**src/hw/rtl/residual_gap_interpolator_defines.svh**
```systemverilog
// Assertion macros for the residual gap interpolator.
// Used by the RTL files that carry concurrent checks; depends on nothing.
`ifndef RESIDUAL_GAP_INTERPOLATOR_DEFINES_SVH
`define RESIDUAL_GAP_INTERPOLATOR_DEFINES_SVH

// Same-cycle implication, disabled while reset is low.
`define RGI_ASSERT_IMP(lbl, clk, rst_n, ante, cons) \
  lbl: assert property (@(posedge clk) disable iff (!rst_n) (ante) |-> (cons)) \
    else $error("rgi check failed");

// Next-cycle implication, disabled while reset is low.
`define RGI_ASSERT_NXT(lbl, clk, rst_n, ante, cons) \
  lbl: assert property (@(posedge clk) disable iff (!rst_n) (ante) |=> (cons)) \
    else $error("rgi check failed");

`endif

```
**src/hw/rtl/rgi_pkg.sv**
```systemverilog
// Shared types and constants of the residual gap interpolator.
// Used by rgi_ctrl, rgi_dpath and the top level; depends on nothing.
package rgi_pkg;

  localparam int unsigned DataW    = 32;
  localparam int unsigned GapW     = 6;
  localparam int unsigned CntW     = GapW + 1;
  localparam int unsigned DivSteps = DataW;
  localparam int unsigned StepW    = $clog2(DivSteps);

  localparam logic [GapW-1:0] MAX_GAP = GapW'(63);

  typedef enum logic [5:0] {
    ST_IDLE  = 6'b000001,
    ST_SETUP = 6'b000010,
    ST_DIV   = 6'b000100,
    ST_FIX   = 6'b001000,
    ST_INIT  = 6'b010000,
    ST_EMIT  = 6'b100000
  } rgi_state_t;

  typedef struct packed {
    logic accept;
    logic setup;
    logic div_step;
    logic fix;
    logic init;
    logic emit;
  } rgi_cmd_t;

  typedef struct packed {
    logic absorb;
    logic need_div;
    logic div_done;
    logic out_free;
    logic last_emit;
  } rgi_sts_t;

endpackage

```
**src/hw/rtl/rgi_ctrl.sv**
```systemverilog
// Controller of the residual gap interpolator: sequences accept, divide,
// blend setup and result emission. Depends on rgi_pkg.
module rgi_ctrl (
  input  logic              clk,
  input  logic              rst_n,
  input  logic              in_valid,
  output logic              in_stall,
  input  rgi_pkg::rgi_sts_t sts,
  output rgi_pkg::rgi_cmd_t cmd
);
  import rgi_pkg::*;

  rgi_state_t state_r, state_nxt;

  assign in_stall = (state_r != ST_IDLE);

  always_comb begin
    cmd          = '0;
    cmd.accept   = in_valid && (state_r == ST_IDLE);
    cmd.setup    = (state_r == ST_SETUP);
    cmd.div_step = (state_r == ST_DIV);
    cmd.fix      = (state_r == ST_FIX);
    cmd.init     = (state_r == ST_INIT);
    cmd.emit     = (state_r == ST_EMIT) && sts.out_free;
  end

  always_comb begin
    state_nxt = state_r;
    case (state_r)
      ST_IDLE: begin
        if (cmd.accept && !sts.absorb) begin
          state_nxt = sts.need_div ? ST_SETUP : ST_EMIT;
        end
      end
      ST_SETUP: state_nxt = ST_DIV;
      ST_DIV: begin
        if (sts.div_done) begin
          state_nxt = ST_FIX;
        end
      end
      ST_FIX:  state_nxt = ST_INIT;
      ST_INIT: state_nxt = ST_EMIT;
      ST_EMIT: begin
        if (cmd.emit && sts.last_emit) begin
          state_nxt = ST_IDLE;
        end
      end
      default: state_nxt = ST_IDLE;
    endcase
  end

  always_ff @(posedge clk) begin
    if (!rst_n) begin
      state_r <= ST_IDLE;
    end else begin
      state_r <= state_nxt;
    end
  end

endmodule

```
**src/hw/rtl/rgi_dpath.sv**
```systemverilog
// Datapath of the residual gap interpolator: residual, log state, serial
// divider, blend accumulator and output register. Depends on rgi_pkg.
`include "residual_gap_interpolator_defines.svh"

module rgi_dpath (
  input  logic                                   clk,
  input  logic                                   rst_n,
  input  logic signed [rgi_pkg::DataW-1:0]       in_log_value,
  input  logic signed [rgi_pkg::DataW-1:0]       in_background_value,
  input  logic                                   in_is_missing,
  input  logic                                   in_last_sample,
  input  rgi_pkg::rgi_cmd_t                      cmd,
  output rgi_pkg::rgi_sts_t                      sts,
  output logic                                   out_valid,
  input  logic                                   out_stall,
  output logic signed [rgi_pkg::DataW-1:0]       out_residual,
  output logic                                   out_was_filled,
  output logic                                   out_gap_overflow,
  output logic                                   out_run_end
);
  import rgi_pkg::*;

  // log state
  logic [DataW-1:0] prev_r;
  logic             seen_r;
  logic [GapW-1:0]  gap_r;

  // captured item
  logic [DataW-1:0] res_r;
  logic             miss_r;
  logic             last_r;
  logic [CntW-1:0]  den_r;
  logic [CntW-1:0]  idx_r;

  // serial divider and blend accumulator
  logic [DataW-1:0] dvd_r;
  logic [CntW-1:0]  rem_r;
  logic             neg_r;
  logic [StepW-1:0] step_r;
  logic [DataW:0]   qd_r;
  logic [CntW-1:0]  rd_r;
  logic [DataW:0]   acc_q_r;
  logic [CntW-1:0]  acc_r_r;

  // output register
  logic             out_valid_r;
  logic [DataW-1:0] out_residual_r;
  logic             out_filled_r;
  logic             out_ovf_r;
  logic             out_end_r;

  logic [DataW:0]   diff_in;
  logic [DataW-1:0] res_in;
  logic [CntW-1:0]  den_in;
  logic [DataW:0]   d_set;
  logic [DataW:0]   mag_set;
  logic [CntW:0]    rem_sh;
  logic [CntW:0]    rem_sub;
  logic             rem_ge;
  logic             rem_zero;
  logic [DataW:0]   mag_ext;
  logic [DataW:0]   qd_fix;
  logic [CntW-1:0]  rd_fix;
  logic [CntW:0]    sum_rem;
  logic [CntW:0]    sum_sub;
  logic             carry;
  logic [CntW-1:0]  half;
  logic [CntW-1:0]  thr;
  logic             round_up;
  logic [DataW:0]   blend_full;
  logic [DataW-1:0] emit_val;
  logic             emit_filled;
  logic             emit_ovf;

  // residual with saturation
  assign diff_in = {in_log_value[DataW-1], in_log_value}
                 - {in_background_value[DataW-1], in_background_value};

  always_comb begin
    if (diff_in[DataW] != diff_in[DataW-1]) begin
      res_in = diff_in[DataW] ? {1'b1, {(DataW-1){1'b0}}} : {1'b0, {(DataW-1){1'b1}}};
    end else begin
      res_in = diff_in[DataW-1:0];
    end
  end

  assign den_in = {1'b0, gap_r} + CntW'(1);

  assign sts.absorb    = in_is_missing && !in_last_sample && (gap_r < MAX_GAP);
  assign sts.need_div  = !in_is_missing && (gap_r != '0) && seen_r;
  assign sts.div_done  = (step_r == StepW'(DivSteps - 1));
  assign sts.out_free  = !out_valid_r || !out_stall;
  assign sts.last_emit = (idx_r == CntW'(1));

  // magnitude of new minus previous residual
  assign d_set   = {res_r[DataW-1], res_r} - {prev_r[DataW-1], prev_r};
  assign mag_set = d_set[DataW] ? (~d_set + (DataW+1)'(1)) : d_set;

  // one restoring step: one quotient bit per cycle
  assign rem_sh  = {rem_r, dvd_r[DataW-1]};
  assign rem_sub = rem_sh - {1'b0, den_r};
  assign rem_ge  = (rem_sh >= {1'b0, den_r});

  // turn magnitude quotient into floor quotient and nonnegative remainder
  assign rem_zero = (rem_r == '0);
  assign mag_ext  = {1'b0, dvd_r};
  assign qd_fix   = neg_r ? (~mag_ext + {{DataW{1'b0}}, rem_zero}) : mag_ext;
  assign rd_fix   = (neg_r && !rem_zero) ? (den_r - rem_r) : rem_r;

  // advance the blend by one step of the gap
  assign sum_rem = {1'b0, acc_r_r} + {1'b0, rd_r};
  assign sum_sub = sum_rem - {1'b0, den_r};
  assign carry   = (sum_rem >= {1'b0, den_r});

  // round to nearest, ties away from zero
  assign half       = den_r >> 1;
  assign thr        = den_r - half;
  assign round_up   = acc_q_r[DataW] ? (acc_r_r > half) : (acc_r_r >= thr);
  assign blend_full = acc_q_r + {{DataW{1'b0}}, round_up};

  always_comb begin
    if (miss_r) begin
      emit_val    = prev_r;
      emit_filled = 1'b1;
      emit_ovf    = !last_r;
    end else if (idx_r == CntW'(1)) begin
      emit_val    = res_r;
      emit_filled = 1'b0;
      emit_ovf    = 1'b0;
    end else begin
      emit_val    = seen_r ? blend_full[DataW-1:0] : res_r;
      emit_filled = 1'b1;
      emit_ovf    = 1'b0;
    end
  end

  // control state and log state
  always_ff @(posedge clk) begin
    if (!rst_n) begin
      prev_r      <= '0;
      seen_r      <= 1'b0;
      gap_r       <= '0;
      idx_r       <= '0;
      step_r      <= '0;
      out_valid_r <= 1'b0;
    end else begin
      if (cmd.accept) begin
        idx_r <= den_in;
        if (sts.absorb) begin
          gap_r <= gap_r + GapW'(1);
        end
      end
      if (cmd.setup) begin
        step_r <= '0;
      end else if (cmd.div_step) begin
        step_r <= step_r + StepW'(1);
      end
      if (cmd.emit) begin
        idx_r <= idx_r - CntW'(1);
        if (sts.last_emit) begin
          gap_r <= '0;
          if (last_r) begin
            prev_r <= '0;
            seen_r <= 1'b0;
          end else if (!miss_r) begin
            prev_r <= res_r;
            seen_r <= 1'b1;
          end
        end
      end
      if (cmd.emit) begin
        out_valid_r <= 1'b1;
      end else if (!out_stall) begin
        out_valid_r <= 1'b0;
      end
    end
  end

  // payload registers
  always_ff @(posedge clk) begin
    if (cmd.accept) begin
      res_r  <= res_in;
      miss_r <= in_is_missing;
      last_r <= in_last_sample;
      den_r  <= den_in;
    end
    if (cmd.setup) begin
      dvd_r <= mag_set[DataW-1:0];
      neg_r <= d_set[DataW];
      rem_r <= '0;
    end
    if (cmd.div_step) begin
      dvd_r <= {dvd_r[DataW-2:0], rem_ge};
      rem_r <= rem_ge ? rem_sub[CntW-1:0] : rem_sh[CntW-1:0];
    end
    if (cmd.fix) begin
      qd_r <= qd_fix;
      rd_r <= rd_fix;
    end
    if (cmd.init) begin
      acc_q_r <= {prev_r[DataW-1], prev_r} + qd_r;
      acc_r_r <= rd_r;
    end else if (cmd.emit) begin
      acc_q_r <= acc_q_r + qd_r + {{DataW{1'b0}}, carry};
      acc_r_r <= carry ? sum_sub[CntW-1:0] : sum_rem[CntW-1:0];
    end
    if (cmd.emit) begin
      out_residual_r <= emit_val;
      out_filled_r   <= emit_filled;
      out_ovf_r      <= emit_ovf;
      out_end_r      <= sts.last_emit;
    end
  end

  assign out_valid        = out_valid_r;
  assign out_residual     = out_residual_r;
  assign out_was_filled   = out_filled_r;
  assign out_gap_overflow = out_ovf_r;
  assign out_run_end      = out_end_r;

  `RGI_ASSERT_IMP(a_emit_has_items, clk, rst_n, cmd.emit, idx_r != '0)
  `RGI_ASSERT_IMP(a_measured_ends_run, clk, rst_n, out_valid_r && !out_filled_r,
                  out_end_r && !out_ovf_r)
  `RGI_ASSERT_NXT(a_absorb_counts, clk, rst_n, cmd.accept && sts.absorb,
                  gap_r == $past(gap_r) + GapW'(1))
  `RGI_ASSERT_IMP(a_blend_rem_bound, clk, rst_n,
                  cmd.emit && !miss_r && seen_r && (idx_r != CntW'(1)),
                  acc_r_r < den_r)

endmodule

```
**src/hw/rtl/residual_gap_interpolator.sv**
```systemverilog
// Top level of the residual gap interpolator: controller plus datapath.
// Depends on rgi_pkg, rgi_ctrl and rgi_dpath.

// Takes one log sample per transfer and returns the residual (log minus
// background, Q16.16, saturated), holding missing samples back until the next
// measured sample and then filling them oldest first by linear blend; a
// leading gap takes the new residual, a missing final sample flushes the held
// gap as the last measured residual, and a gap longer than 63 is flushed with
// gap_overflow set. A measured sample closing a gap after an earlier measured
// one passes through the bit-serial divider (one quotient bit per cycle over
// 32 bits) before its results leave the output register one per cycle while
// the output is not stalled; other samples skip the divider. The next sample
// is taken while the last result of the previous one still waits in the
// output register.
module residual_gap_interpolator (
  input  logic                             clk,
  input  logic                             rst_n,
  input  logic                             in_valid,
  output logic                             in_stall,
  input  logic signed [rgi_pkg::DataW-1:0] in_log_value,
  input  logic signed [rgi_pkg::DataW-1:0] in_background_value,
  input  logic                             in_is_missing,
  input  logic                             in_last_sample,
  output logic                             out_valid,
  input  logic                             out_stall,
  output logic signed [rgi_pkg::DataW-1:0] out_residual,
  output logic                             out_was_filled,
  output logic                             out_gap_overflow,
  output logic                             out_run_end
);
  import rgi_pkg::*;

  rgi_cmd_t cmd;
  rgi_sts_t sts;

  rgi_ctrl u_ctrl (
    .clk      (clk),
    .rst_n    (rst_n),
    .in_valid (in_valid),
    .in_stall (in_stall),
    .sts      (sts),
    .cmd      (cmd)
  );

  rgi_dpath u_dpath (
    .clk                 (clk),
    .rst_n               (rst_n),
    .in_log_value        (in_log_value),
    .in_background_value (in_background_value),
    .in_is_missing       (in_is_missing),
    .in_last_sample      (in_last_sample),
    .cmd                 (cmd),
    .sts                 (sts),
    .out_valid           (out_valid),
    .out_stall           (out_stall),
    .out_residual        (out_residual),
    .out_was_filled      (out_was_filled),
    .out_gap_overflow    (out_gap_overflow),
    .out_run_end         (out_run_end)
  );

endmodule

```
**config.mk**
```make
export PLATFORM = sky130hd
export DESIGN_NAME = residual_gap_interpolator
export DESIGN_NICKNAME = d
export VERILOG_FILES = /design/src/hw/rtl/rgi_pkg.sv /design/src/hw/rtl/rgi_ctrl.sv /design/src/hw/rtl/rgi_dpath.sv /design/src/hw/rtl/residual_gap_interpolator.sv
export VERILOG_INCLUDE_DIRS = /design/src /design/src/hw/rtl
export SDC_FILE = /design/constraint.sdc
export NUM_CORES = 1
export LEC_CHECK = 0
export BUFFER_PORTS_ARGS = -buffer_cell sky130_fd_sc_hd__buf_2
export CAP_MARGIN = 5
export CORE_UTILIZATION = 55
export CTS_CLUSTER_SIZE = 10
export DETAILED_ROUTE_END_ITERATION = 8
export PLACE_DENSITY = 0.76
export REMOVE_ABC_BUFFERS = 1
export SYNTH_ARGS = -nofsm -noshare
export SYNTH_HDL_FRONTEND = slang
export SYNTH_SLANG_ARGS = --single-unit
```
**constraint.sdc**
```tcl
create_clock -name clk -period 6.44 [get_ports clk]
set_clock_uncertainty 0.15 [all_clocks]
set_input_delay 0.322 -clock clk [delete_from_list [all_inputs] [get_ports clk]]
set_output_delay 0.322 -clock clk [all_outputs]
set_load 0.01 [all_outputs]
```
==> implementation parameters <==
Parameter                              Value

Run status
  Run status    finished clean

Place
  Sum of net half-perimeters after detailed placement    between 40000 and 50000 um
  Routability congestion estimate from global placement    roughly 0.96
  Cell Count Post-Placement    roughly 2800
  Port buffer count    ~110

Synth
  Portion of netlist area occupied by mux cells    less than 1%
  Share of synthesized registers carrying an async set or reset    0%
  Synthesized-area fraction occupied by adder cells    between 10% and 20%
  Syn Area/Cell    between 8 and 9 um2
  Count of cell types in the netlist    83
  Count of warnings emitted by yosys    0
  Xor and xnor fraction of the mapped netlist area    9.60%
  Fraction of the mapped netlist area in compound gates    about a fifth
  Cell count after synthesis    ~2300
  Primary flip-flop cell chosen by synthesis mapping    sky130_fd_sc_hd__edfxtp_1
  FF+latch count, synth    roughly 250
  Area share of the largest cell type after synthesis    28.9%
  Register area share after synthesis    ~35%
  Synthesized cell area    approximately 20000 um2
  Synth top area cells    sky130_fd_sc_hd__edfxtp_1 29%, sky130_fd_sc_hd__ha_1 11%, sky130_fd_sc_hd__a21oi_1 6.3%
  Largest family of logic cells by synthesized area    compound AO/OA/AOI/OAI gates
  Area fraction in and, or, nand and nor cells after synthesis    roughly 17%
  Cell accounting for the most synthesized area    sky130_fd_sc_hd__edfxtp_1
  Post-synth EDFFs    roughly 200

Global route
  Global routing met3 resource utilization    around 3.4%
  Aggregate global routing overflow    0
  Via count of the first global-routing pass    around 17000
  Global-route usage over all layers    28.1%
  Met2 capacity usage during global routing    between 40% and 50%
  Number of antenna violations at the first check in global routing    0
  Global-route track usage on met1    37.0%
  Highest-utilization routing layer at the global route stage    met2
  First-pass GRT wire length    about 85000 um
  Maximum number of pins on one net before global-route repair    66

Floorplanning
  Horizontal extent of the die    a little under 200 um
  Full die area    37700 um2
  Number of top-level design ports    about 110
  Initial core utilization    around 56%
  Placement row count    70
  Placeable core region    roughly 37000 um2
  Vertical extent of the die    194 um

Power
  VDD IR-drop max    about 210 uV
  Areal power density over the cells    around 310 nW/um2
  Lkg Pwr    between 0.008 and 0.009 uW
  Final Power    between 6000 and 7000 uW

Timing
  Finish-stage setup viols    0
  Measured slew at the worst slew-check pin    1.12 ns
  Setup repair after global routing missed its margin    no
  Pins Over Slew Limit    0
  Share of the clock period used by the worst path    91.9%
  Post-route minimum period    5.92 ns
  Normalized max-slew margin    approximately a quarter
  Final count of hold timing violations    0
  Setup tns final    0 ns
  Highest attainable clock frequency    169 MHz

Route
  Iteration count of the initial detailed-routing pass    5
  Residual DRC    0
  DR iter-0 viols    1399
  Total number of vias    roughly 18000
  Average wire per standard cell    between 15 and 20 um
  Routed wire length    53500 um
  DRT antenna net count    0
  Via density    about 6.1

Clock tree
  Clock network latency to the later pin of the worst-skew pair    about 0.57 ns
  Num Clock Sinks    254
  Cts bufs inserted    31
  TritonCTS clock tree    done
  Root buffer cell    sky130_fd_sc_hd__clkbuf_16
  Maximum number of buffers from clock root to sink    3
  H-tree levels    1
  Clock transition at the registers of the reported paths    0.06 ns

Setup path
  Data arrival time of the critical path    6.09 ns
  Data required time of the worst path    ~6.6 ns
  Crit path kind    flop to flop
  Worst-path fanout max    5
  Sort of element at the start of the critical path    flop
  Crit. End Element    flop

Finish
  Number of inserted filler cells in the final layout    approximately 3100
  Final antenna diode count    0
  Post-Layout Cell Count    approximately 2900
  Total number of nets in the final design    about 2700
  End-of-flow core utilization    between 60% and 70%
  Area growth from synthesis to layout    9.44%
  Share of post-route cells with drive strength above 1    8.22%

Flow run
  Max capacitance violation total    0

Hold path
  Type of the tightest min-delay check    input pin to flop
## cell type report
class / count / area (um2) / area share (%)
inverters: 144 / 541 / 2.43
well taps: 468 / 586 / 2.63
clock buffers: 52 / 875 / 3.93
flip-flops and latches: 254 / 7050 / 31.7
clock inverters: 5 / 27.5 / 0.124
repair buffers: 128 / 706 / 3.17
multi-input cells: 1850 / 12500 / 56.0
## through the flow
stage	worst slack [ns]	cell area (um2)	hold WS, ns
after global routing	0.0610	22300	0.00480
after detailed placement	0.498	21300	0.311
final	0.520	22300	0.0213
after floorplan	0.651	20000	0.271
after CTS	0.459	22200	0.00191
after global placement	0.624	21300	0.298
## flip-flops by register name (all words and copies together), names as in the netlist, 7 cells and up
name,cells
u_dpath.acc_q_r,33
u_dpath.acc_r_r,7
u_dpath.den_r,7
u_dpath.dvd_r,32
u_dpath.idx_r,7
u_dpath.out_residual,32
u_dpath.prev_r,32
u_dpath.qd_r,33
u_dpath.rd_r,7
u_dpath.rem_r,7
u_dpath.res_r,32
## cells in the final DEF, fill, tap and decap left out, drive strengths merged, types with 25 or more instances in the layout
master  count
o21bai     25
nand3b     41
edfxtp    196
nor2b      25
nor3       36
o21ai     174
a21oi     255
dfxtp      58
inv       142
nor2      170
nand2b     31
nand2     229
clkbuf     52
buf       124
xnor2     133
ha        184
a31oi      27
nand3      48
a21o       72
and3       30
xor2       90
## critical path, cell delays in order, from the launching register on
cell and delay (ns):
sky130_fd_sc_hd__edfxtp_1 0.39, sky130_fd_sc_hd__ha_1 0.25, sky130_fd_sc_hd__fa_1 0.51, sky130_fd_sc_hd__fa_1 0.45
sky130_fd_sc_hd__a21o_1 0.17, sky130_fd_sc_hd__a21oi_1 0.22, sky130_fd_sc_hd__o21bai_1 0.09, sky130_fd_sc_hd__a21oi_1 0.25
sky130_fd_sc_hd__o21ai_0 0.14, sky130_fd_sc_hd__a21oi_1 0.28, sky130_fd_sc_hd__fa_1 0.28, sky130_fd_sc_hd__fa_1 0.21
sky130_fd_sc_hd__nor2b_1 0.07, sky130_fd_sc_hd__o211ai_1 0.24, sky130_fd_sc_hd__a21oi_1 0.20, sky130_fd_sc_hd__o21ai_0 0.20
sky130_fd_sc_hd__or3b_2 0.48, sky130_fd_sc_hd__a31oi_2 0.34, sky130_fd_sc_hd__o21ai_0 0.15, sky130_fd_sc_hd__a21oi_1 0.19
sky130_fd_sc_hd__xnor2_1 0.13, sky130_fd_sc_hd__mux2i_1 0.10, sky130_fd_sc_hd__xnor2_1 0.16
## cell usage after synthesis, drive strengths merged, types with 11 or more instances
master and n:
a211oi 13, a21o 72, a21oi 255, a31oi 27, and2 11, and3 30, clkbuf 75, dfxtp 58
edfxtp 196, ha 184, inv 142, mux2i 12, nand2 229, nand2b 31, nand3 48, nand3b 41
nand4 22, nor2 170, nor2b 25, nor3 36, o211ai 11, o21a 19, o21ai 174, o21bai 25
o31ai 19, or3 20, xnor2 133, xor2 90
## power breakdown
part	leakage (uW)	total [uW]	internal [uW]	switching, uW
clock	0.000436	1590	913	674
sequential	0.00225	2350	2140	204
combinational	0.00619	2920	1190	1720
## layer usage
metal  wire length [um]  up-vias
met5                  0        -
met4               1460        0
met3               3990       99
met2              25200      618
met1              22900     8365
li1                   -     8614
## path summary, 6_finish.rpt
| kind | from | to | slack [ns] | depth (start not counted) |
|---|---|---|---|---|
| max | u_dpath.acc_r_r[0] | u_dpath.acc_q_r[32] | 0.52 | 22 |
| min | in_background_value[0] | u_dpath.res_r[0] | 0.02 | 3 |
| max reg2reg | u_dpath.acc_r_r[0] | u_dpath.acc_q_r[32] | 0.52 | 22 |
| min reg2reg | u_dpath.step_r[4] | u_dpath.step_r[4] | 0.32 | 2 |
## repair_timing
item / in CTS / in global routing
hold buffers: 4 / 0
buffers inserted: 0 / 0
resized for setup: 0 / 1
endpoints found under the setup margin: 0 / 2
endpoints found under the hold margin: 9 / 0
## kinds of logic (layout without fill, tap and decap cells)
logic type,after synthesis,count (layout)
and+or+nand+nor,719,719
AOI/OAI and AO/OA,688,688
xor gates and xnor gates,223,223
buffers and inverters,222,329
adders and majority gates,202,202
DFF,254,254
muxes,18,18
Power figures use the tool's default switching activity.
